$ cat src/design/mwf_pkg.sv
// ----------------------------------------------------------------------------
// mwf_pkg
// Shared constants, types and codes of the median window filter.
// ----------------------------------------------------------------------------
package mwf_pkg;

  localparam int MAX_WIDTH  = 1024;
  localparam int MAX_KERNEL = 10;
  localparam int RING_ROWS  = MAX_KERNEL + 1;

  localparam int COL_W     = $clog2(MAX_WIDTH);
  localparam int RING_W    = $clog2(RING_ROWS);
  localparam int LS_AW     = RING_W + COL_W;
  localparam int LS_DEPTH  = RING_ROWS * MAX_WIDTH;
  localparam int KW        = $clog2(MAX_KERNEL + 1);
  localparam int NW        = $clog2(MAX_KERNEL * MAX_KERNEL + 1);
  localparam int PIX_W     = 8;
  localparam int PLANE_W   = 3;

  localparam int WREG_W    = 11;
  localparam int HREG_W    = 13;
  localparam int KREG_W    = 4;
  localparam int CFG_W     = 13;
  localparam int CFG_IDX_W = 2;

  typedef enum logic [CFG_IDX_W-1:0] {
    CFG_WIDTH  = 2'd0,
    CFG_HEIGHT = 2'd1,
    CFG_KERNEL = 2'd2
  } cfg_idx_t;

  typedef enum logic {
    CMD_PIXEL = 1'b0,
    CMD_FLUSH = 1'b1
  } cmd_t;

  typedef enum logic [2:0] {
    S_IDLE,
    S_CHECK,
    S_SCAN,
    S_TAIL,
    S_PLANE,
    S_OUT
  } state_t;

  // Raster status handed from the counter block to the controller.
  typedef struct packed {
    logic              emit;
    logic              fend;
    logic              wr_ok;
    logic [LS_AW-1:0]  wr_addr;
    logic [RING_W-1:0] ring_lo;
    logic [COL_W-1:0]  clo;
    logic [COL_W-1:0]  chi;
    logic [KW-1:0]     nrows;
    logic [NW-1:0]     n;
  } win_t;

endpackage

$ cat src/design/mwf_raster.sv
// ----------------------------------------------------------------------------
// mwf_raster
// Configuration registers, input and output raster counters, and the
// window bounds of the next output.
// ----------------------------------------------------------------------------
module mwf_raster
  import mwf_pkg::*;
(
  input  logic                 clk,
  input  logic                 rst_n,
  input  logic                 cfg_we,
  input  logic [CFG_IDX_W-1:0] cfg_idx,
  input  logic [CFG_W-1:0]     cfg_wdata,
  input  logic                 px_store,
  input  logic                 out_adv,
  output win_t                 win
);

  logic [WREG_W-1:0] w_reg_r;
  logic [HREG_W-1:0] h_reg_r;
  logic [KREG_W-1:0] k_reg_r;

  logic [HREG_W-1:0] in_row_r, out_row_r;
  logic [COL_W:0]    in_col_r, out_col_r;
  logic [RING_W-1:0] in_ring_r, out_ring_r;

  logic [COL_W:0]    w_eff, wm1, ec, clo;
  logic [COL_W+1:0]  ec_sum;
  logic [HREG_W-1:0] h_eff, hm1, er, rlo;
  logic [HREG_W:0]   er_sum;
  logic [KW-1:0]     k_eff, dk, ahead, nrows, ncols;
  logic              complete;

  always_comb begin
    if (w_reg_r == '0) w_eff = (COL_W+1)'(1);
    else if (32'(w_reg_r) > MAX_WIDTH) w_eff = (COL_W+1)'(MAX_WIDTH);
    else w_eff = (COL_W+1)'(w_reg_r);
    h_eff = (h_reg_r == '0) ? HREG_W'(1) : h_reg_r;
    if (k_reg_r == '0) k_eff = KW'(1);
    else if (32'(k_reg_r) > MAX_KERNEL) k_eff = KW'(MAX_KERNEL);
    else k_eff = KW'(k_reg_r);

    dk    = k_eff >> 1;
    ahead = k_eff - KW'(1) - dk;
    wm1   = w_eff - 1'b1;
    hm1   = h_eff - 1'b1;

    er_sum = {1'b0, out_row_r} + (HREG_W+1)'(ahead);
    er     = (er_sum > {1'b0, hm1}) ? hm1 : er_sum[HREG_W-1:0];
    ec_sum = {1'b0, out_col_r} + (COL_W+2)'(ahead);
    ec     = (ec_sum > {1'b0, wm1}) ? wm1 : ec_sum[COL_W:0];

    rlo = (out_row_r >= HREG_W'(dk)) ? out_row_r - HREG_W'(dk) : '0;
    clo = (out_col_r >= (COL_W+1)'(dk)) ? out_col_r - (COL_W+1)'(dk) : '0;
    nrows = KW'(er - rlo) + KW'(1);
    ncols = KW'(ec - clo) + KW'(1);

    // The window is complete once the input raster has passed its last pixel.
    complete = !(in_row_r < h_eff &&
                 (in_row_r < er || (in_row_r == er && in_col_r <= ec)));

    win.emit    = (out_row_r < h_eff) && complete;
    win.fend    = (out_row_r == hm1) && (out_col_r == wm1);
    win.wr_ok   = in_row_r < h_eff;
    win.wr_addr = {in_ring_r, in_col_r[COL_W-1:0]};
    if (out_row_r < HREG_W'(dk)) win.ring_lo = '0;
    else if (out_ring_r >= RING_W'(dk)) win.ring_lo = out_ring_r - RING_W'(dk);
    else win.ring_lo = out_ring_r + RING_W'(RING_ROWS) - RING_W'(dk);
    win.clo   = clo[COL_W-1:0];
    win.chi   = ec[COL_W-1:0];
    win.nrows = nrows;
    win.n     = NW'(nrows) * NW'(ncols);
  end

  always_ff @(posedge clk) begin
    if (!rst_n) begin
      w_reg_r <= WREG_W'(512);
      h_reg_r <= HREG_W'(512);
      k_reg_r <= KREG_W'(3);
    end else if (cfg_we) begin
      unique case (cfg_idx)
        CFG_WIDTH:  w_reg_r <= cfg_wdata[WREG_W-1:0];
        CFG_HEIGHT: h_reg_r <= cfg_wdata[HREG_W-1:0];
        CFG_KERNEL: k_reg_r <= cfg_wdata[KREG_W-1:0];
        default: ;
      endcase
    end
  end

  always_ff @(posedge clk) begin
    if (!rst_n || (cfg_we && (cfg_idx == CFG_WIDTH || cfg_idx == CFG_HEIGHT ||
                              cfg_idx == CFG_KERNEL))) begin
      in_row_r   <= '0;
      in_col_r   <= '0;
      in_ring_r  <= '0;
      out_row_r  <= '0;
      out_col_r  <= '0;
      out_ring_r <= '0;
    end else if (px_store) begin
      if (in_col_r + 1'b1 >= w_eff) begin
        in_col_r  <= '0;
        in_row_r  <= in_row_r + 1'b1;
        in_ring_r <= (in_ring_r == RING_W'(RING_ROWS - 1)) ? '0 : in_ring_r + 1'b1;
      end else begin
        in_col_r <= in_col_r + 1'b1;
      end
    end else if (out_adv) begin
      if (win.fend) begin
        in_row_r   <= '0;
        in_col_r   <= '0;
        in_ring_r  <= '0;
        out_row_r  <= '0;
        out_col_r  <= '0;
        out_ring_r <= '0;
      end else if (out_col_r + 1'b1 >= w_eff) begin
        out_col_r  <= '0;
        out_row_r  <= out_row_r + 1'b1;
        out_ring_r <= (out_ring_r == RING_W'(RING_ROWS - 1)) ? '0 : out_ring_r + 1'b1;
      end else begin
        out_col_r <= out_col_r + 1'b1;
      end
    end
  end

endmodule
$ cat config.mk
export PLATFORM = sky130hd
export DESIGN_NAME = mwf_raster
export DESIGN_NICKNAME = d
export VERILOG_FILES = /design/src/design/mwf_pkg.sv /design/src/design/mwf_raster.sv
export SDC_FILE = /design/constraint.sdc
export NUM_CORES = 1
export LEC_CHECK = 0
export ABC_AREA = 1
export ABC_CLOCK_PERIOD_IN_PS = 23300
export BUFFER_PORTS_ARGS = -buffer_cell sky130_fd_sc_hd__buf_2
export CAP_MARGIN = 20
export CORE_ASPECT_RATIO = 0.7
export CORE_UTILIZATION = 55
export DETAILED_ROUTE_END_ITERATION = 16
export GPL_TIMING_DRIVEN = 0
export HOLD_SLACK_MARGIN = 0.03
export PLACE_DENSITY = 0.8
export SYNTH_ARGS = -nofsm -noshare
export SYNTH_HDL_FRONTEND = slang
export SYNTH_SLANG_ARGS = --single-unit
$ cat constraint.sdc
create_clock -name clk -period 23.3 [get_ports clk]
set_input_delay 3.495 -clock clk [delete_from_list [all_inputs] [get_ports clk]]
set_output_delay 3.495 -clock clk [all_outputs]
set_load 0.03 [all_outputs]
==> results of run 1 <==
[power by group through the flow]
stage                     logic, mW  clock network [mW]  registers (mW)
after floorplan               0.271                   0           0.154
after global placement        0.348                   0           0.154
after detailed placement      0.356                   0           0.154
after CTS                     0.359               0.153           0.151
after global routing          0.402               0.158           0.152
final                         0.364               0.151           0.151
[cells by family (layout without fill, tap and decap cells)]
| group | after synthesis | count (layout) | share of synthesized area |
|---|---|---|---|
| xor+xnor | 89 | 89 | 0.0818 |
| compound gates | 240 | 240 | 0.134 |
| simple gates | 665 | 665 | 0.300 |
| fa+ha+maj | 157 | 157 | 0.210 |
| flops | 84 | 84 | 0.172 |
| buf+inv | 246 | 332 | 0.101 |
[cell usage after synthesis (all sizes together) (13+ instances only)]
cell type  instances
nor3              32
xor2              78
inv              193
nand3            101
a21oi            124
o21ai             82
ha               143
fa                13
nand2            332
clkbuf            28
dfxtp             84
buf               18
nor2             126
nand4             46
[state kept, by name, summed over array words and instances, names as in the netlist]
register and cells:
h_reg_r 13, in_row_r 13, out_row_r 13, in_col_r 11
out_col_r 11, w_reg_r 11, in_ring_r 4, k_reg_r 4
out_ring_r 4
[per-stage QoR]
stage	area, um^2	setup slack (ns)	util
final	10700	10.48	0.622
after global routing	10700	9.72	0.622
after CTS	10700	10.54	0.622
after detailed placement	10400	11.00	0.604
after global placement	10400	11.11	0.604
after floorplan	9790	11.37	-
[layout make-up]
| class | count | area (um^2) |
|---|---|---|
| Timing Repair Buffer | 71 | 355 |
| Sequential cell | 84 | 1680 |
| Multi-Input combinational cell | 1151 | 7120 |
| Clock inverter | 5 | 60.1 |
| Fill cell | 1617 | 6530 |
| Tap cell | 231 | 289 |
| Clock buffer | 10 | 239 |
| Buffer | 46 | 241 |
| Inverter | 200 | 751 |
[worst paths after layout]
kind,endpoint,slack [ns]
max,win[6],10.48
min,k_reg_r[0],0.51
max reg2reg,out_col_r[9],19.29
min reg2reg,k_reg_r[0],0.51
[metal layers]
| layer | part of all wire | GRT usage | up-vias |
|---|---|---|---|
| met5 | 0 | 0 | - |
| met4 | 0.012 | 0.0761 | 0 |
| met3 | 0.11 | 0.0840 | 34 |
| met2 | 0.39 | 0.470 | 457 |
| met1 | 0.48 | 0.480 | 4665 |
| li1 | - | - | 5076 |
[worst min-delay path, cell delays in order (launching register included)]
cell and delay, ns:
dfxtp_1 0.33, nand2_1 0.07, nand3_1 0.05
==> results_dict.tcl, run 1 <==
set metrics [dict create \
    crit_fanout 10 \
    area_growth_syn_to_layout_pct 9.64 \
    hold_path.class "reg -> reg" \
    r2r-start "h_reg_r[3]" \
    timing.final.hold_violations 0 \
    cp_top_family "adder cells" \
    max_stage_delay_ns 0.54 \
    swShare 0.477 \
    postRouteAntennaNets 0 \
    synth_top_area_frac 0.183 \
    cts_hold_buffers 0 \
    portBuffers 71 \
    gp_congestion 1.04 \
    pwr-share-comb 0.546 \
    cts_max_path_buffers 2 \
    track_usage 0.326 \
    synth_edf_count 0 \
    die_area_mm2 0.0183 \
    wl_per_cell_um 16.3 \
    worstPathBufferInverterCount 11 \
    nets 1739 \
    cp.required_ns 19.81 \
    grt_pass1_wl_um 46800 \
    ys_types 56 \
    status "complete, no violations" \
    switchingPower_mw 0.317 \
    synth_flop_cell "dfxtp_1" \
    synthTopCellsByArea "ha_1, dfxtp_1, nand2_1" \
    async_flop_share 0 \
    setup_viol 0 \
    syn_avg_cell_area_um2 6.61 \
    rows 40 \
    p_int_mw 0.348 \
    finalSetupTns_ns 0 \
    p_leak_nw 5.40 \
    syn_area_mm2 0.00979 \
    rr_worst_depth 19 \
    min_from "k_reg_r[0]" \
    clock_skew_ns 0.00817 \
    grt_max_degree 15 \
    syn_nets 1657 \
    rsz0062_at_grt "false" \
    drv_slew 0 \
    postCtsSetupBuffers 0 \
    cp_slowest_cell "fa_1" \
    first_pass_iters 6 \
    tightest_slew_ns 0.983 \
    dp_cells 1783 \
    synth-seq-cells 84 \
    vias_per_cell 5.69 \
    n_antenna_cell 0 \
    crit_start "k_reg_r[2]" \
    fin_crit_ns 12.82 \
    fin_cells 1798 \
    hold_slack_ns 0.506 \
    ys_seq_area_frac 0.172 \
    cts_buffers 9 \
    final.period_utilization 0.550 \
    route.detailed.drc 0 \
    drv_cap 0 \
    cts_tree "yes" \
    grt_pass1_vias 9266 \
    p_clk_frac 0.227 \
    drtIter0Drc 1255 \
    clock_latency_ns 0.36 \
    num_vias 10232 \
    clock-sinks 84 \
    io_pins 72 \
    ir_drop_mv 0.250 \
    yosysWarnings 0 \
    totalPowerFinal_mw 0.666 \
    final_cell_mix "nand2_1, inv_1, ha_1" \
    layout-drive-gt1-share 0.0868 \
    maxClockFrequency_mhz 78.0 \
    grt_overflow 0 \
    postRouteWirelength_um 29300 \
    critical_path_cell_count 48 \
    whs_path_depth 2 \
    power_density_mw_per_mm2 62.0 \
    initial_core_util 0.567 \
    die_width_um 161 \
    pwr-share-seq 0.227 \
    cts_resized 0 \
    endpoint_kind "output pin" \
    slew-limit-headroom 0.344 \
    path_common_cell "nand2_1" \
    syn_inst 1481 \
    final_common_cell "nand2_1" \
    cp.arrival_ns 9.33 \
    hpwl_um 24000 \
    cp-start-kind "register" \
    die_y_um 114 \
    cts_max_level 3 \
    cts.clk_slew.worst_paths_ns 0.07 \
    core-area_mm2 0.0173 \
    synth_top_area_cell "ha_1" \
    cts_root_buffer "clkbuf_16" \
    antenna_found_initial 0 \
    worstSetupPathType "reg -> out" \
]
No activity file was read; power rests on OpenSTA's default activity.
==> inputs of run 2 (changes only) <==
ABC_CLOCK_PERIOD_IN_PS = 10600   (was 23300)
PLACE_DENSITY = 0.83   (was 0.8)
clock period = 10.6 ns   (was 23.3 ns; I/O delays follow)
==> results_dict.tcl, run 2 (synthesis gave the netlist of run 1 again) <==
set metrics [dict create \
    die_width_um 161 \
    busiest_layer "met1" \
    drv_cap 0 \
    timing.final.hold_violations 0 \
    drv_slew 0 \
    slew-limit-headroom 0.384 \
    gp_congestion 0.987 \
    grt_max_degree 15 \
    num_vias 10282 \
    p_leak_nw 5.45 \
    first_pass_iters 6 \
    cts_max_level 3 \
    io_pins 72 \
    r2r-end "out_col_r[10]" \
    min_from "out_row_r[8]" \
    setup_viol 0 \
    core-area_mm2 0.0173 \
    hold_path.class "reg -> reg" \
    die_y_um 114 \
    max_stage_delay_ns 0.54 \
    track_usage 0.324 \
    tightest_slew_ns 0.924 \
    grt_util_met2 0.472 \
    cp-start-kind "register" \
    drtIter0Drc 982 \
    initial_core_util 0.567 \
    crit_start "k_reg_r[3]" \
    fin_crit_ns 10.07 \
    cp_slowest_cell "fa_1" \
    postRouteWirelength_um 29600 \
    r2r-start "h_reg_r[3]" \
    status "complete, no violations" \
    cts_root_buffer "clkbuf_16" \
    r2r_slack_ns 6.53 \
    use_met1 0.473 \
    clock_skew_ns 0.00782 \
    postRouteAntennaNets 0 \
    cts_tree "yes" \
    power_density_mw_per_mm2 136 \
    whs_endpoint "out_row_r[8]" \
    grt_pass1_vias 9193 \
    hold_slack_ns 0.507 \
    finalSetupTns_ns 0 \
    grt_overflow 0 \
    cts_buffers 9 \
    worstSetupPathType "reg -> out" \
    rr_worst_depth 19 \
    top_regs "h_reg_r x13, in_row_r x13, out_row_r x13" \
    route.detailed.drc 0 \
    cts.clk_slew.worst_paths_ns 0.07 \
    nets 1743 \
    crit_fanout 7 \
    final.period_utilization 0.950 \
    antenna_found_initial 1 \
    clock-sinks 84 \
    ir_drop_mv 0.445 \
    cts_max_path_buffers 2 \
    whs_path_depth 2 \
    layout-drive-gt1-share 0.101 \
    grt_pass1_wl_um 46300 \
    portBuffers 71 \
    cp.arrival_ns 8.48 \
    n_antenna_cell 0 \
    rows 40 \
    vias_per_cell 5.70 \
    clock_latency_ns 0.35 \
    cp.required_ns 9.01 \
    dp_worst_setup_slack_ns 0.323 \
    final_common_cell "nand2_1" \
    use_met3 0.0840 \
    cts_hold_buffers 0 \
    post-route-util 0.627 \
    die_area_mm2 0.0183 \
    wl_per_cell_um 16.4 \
    setup_ws_ns 0.531 \
    hpwl_um 24300 \
    endpoint_kind "output pin" \
    area_growth_syn_to_layout_pct 10.6 \
    maxClockFrequency_mhz 99.3 \
    final_cell_mix "nand2_1, inv_1, ha_1" \
]
==> run 2: layout make-up <==
type                       instances  area (um^2)
buffer                            46          246
clock buffer                      12          267
clock inverter                     4         30.0
fill                            1587         6440
inverter                         200          751
multi-input combinational       1151         7170
sequential                        84         1690
tap                              231          289
timing repair buffer              75          385
==> run 2: worst max path at each step <==
stage                   to  slack, ns  depth (start not counted)
floorplan           win[6]       0.57                         45
global placement    win[6]       0.36                         46
detailed placement  win[6]       0.32                         46
CTS                 win[6]       0.05                         46
global route        win[6]      -0.04                         46
finish              win[6]       0.53                         48
==> run 2: repair_timing <==
item | 4_1_cts | 5_1_grt
cloned | 0 | 0
pin swaps | 0 | 8
resized for setup | 3 | 26
endpoints found under the setup margin | 1 | 4
buffers inserted | 0 | 4
==> run 2: metal layers <==
layer	wire, um	part of all wire	up-vias
met4	408	0.014	2
met3	3370	0.11	41
met1	14000	0.47	4652
li1	-	-	5095
met2	11800	0.40	492
met5	8	0.00027	-
==> run 2: through the flow <==
stage / area [um^2] / power (mW) / std cells
2_1_floorplan: 9790 / 0.934 / 1481
3_3_place_gp: 10400 / 1.10 / 1783
3_5_place_dp: 10400 / 1.12 / 1783
4_1_cts: 10700 / 1.44 / 1799
5_1_grt: 10800 / 1.57 / 1803
6_report: 10800 / 1.47 / 1803
==> run 2: power breakdown <==
| part | internal (mW) | switching [mW] |
|---|---|---|
| clock network | 0.179 | 0.140 |
| registers | 0.323 | 0.00948 |
| logic | 0.270 | 0.546 |
| total | 0.772 | 0.696 |
==> run 2: critical path: cells and delay by family (launching register included) <==
kind                     cells  cell delay, ns
adder cells (fa/ha/maj)     11            3.59
AO/OA/AOI/OAI                4            0.54
flip-flops                   1            0.39
XOR/XNOR                     5            0.89
AND/OR/NAND/NOR             17            1.88
buffers and inverters       11            0.83
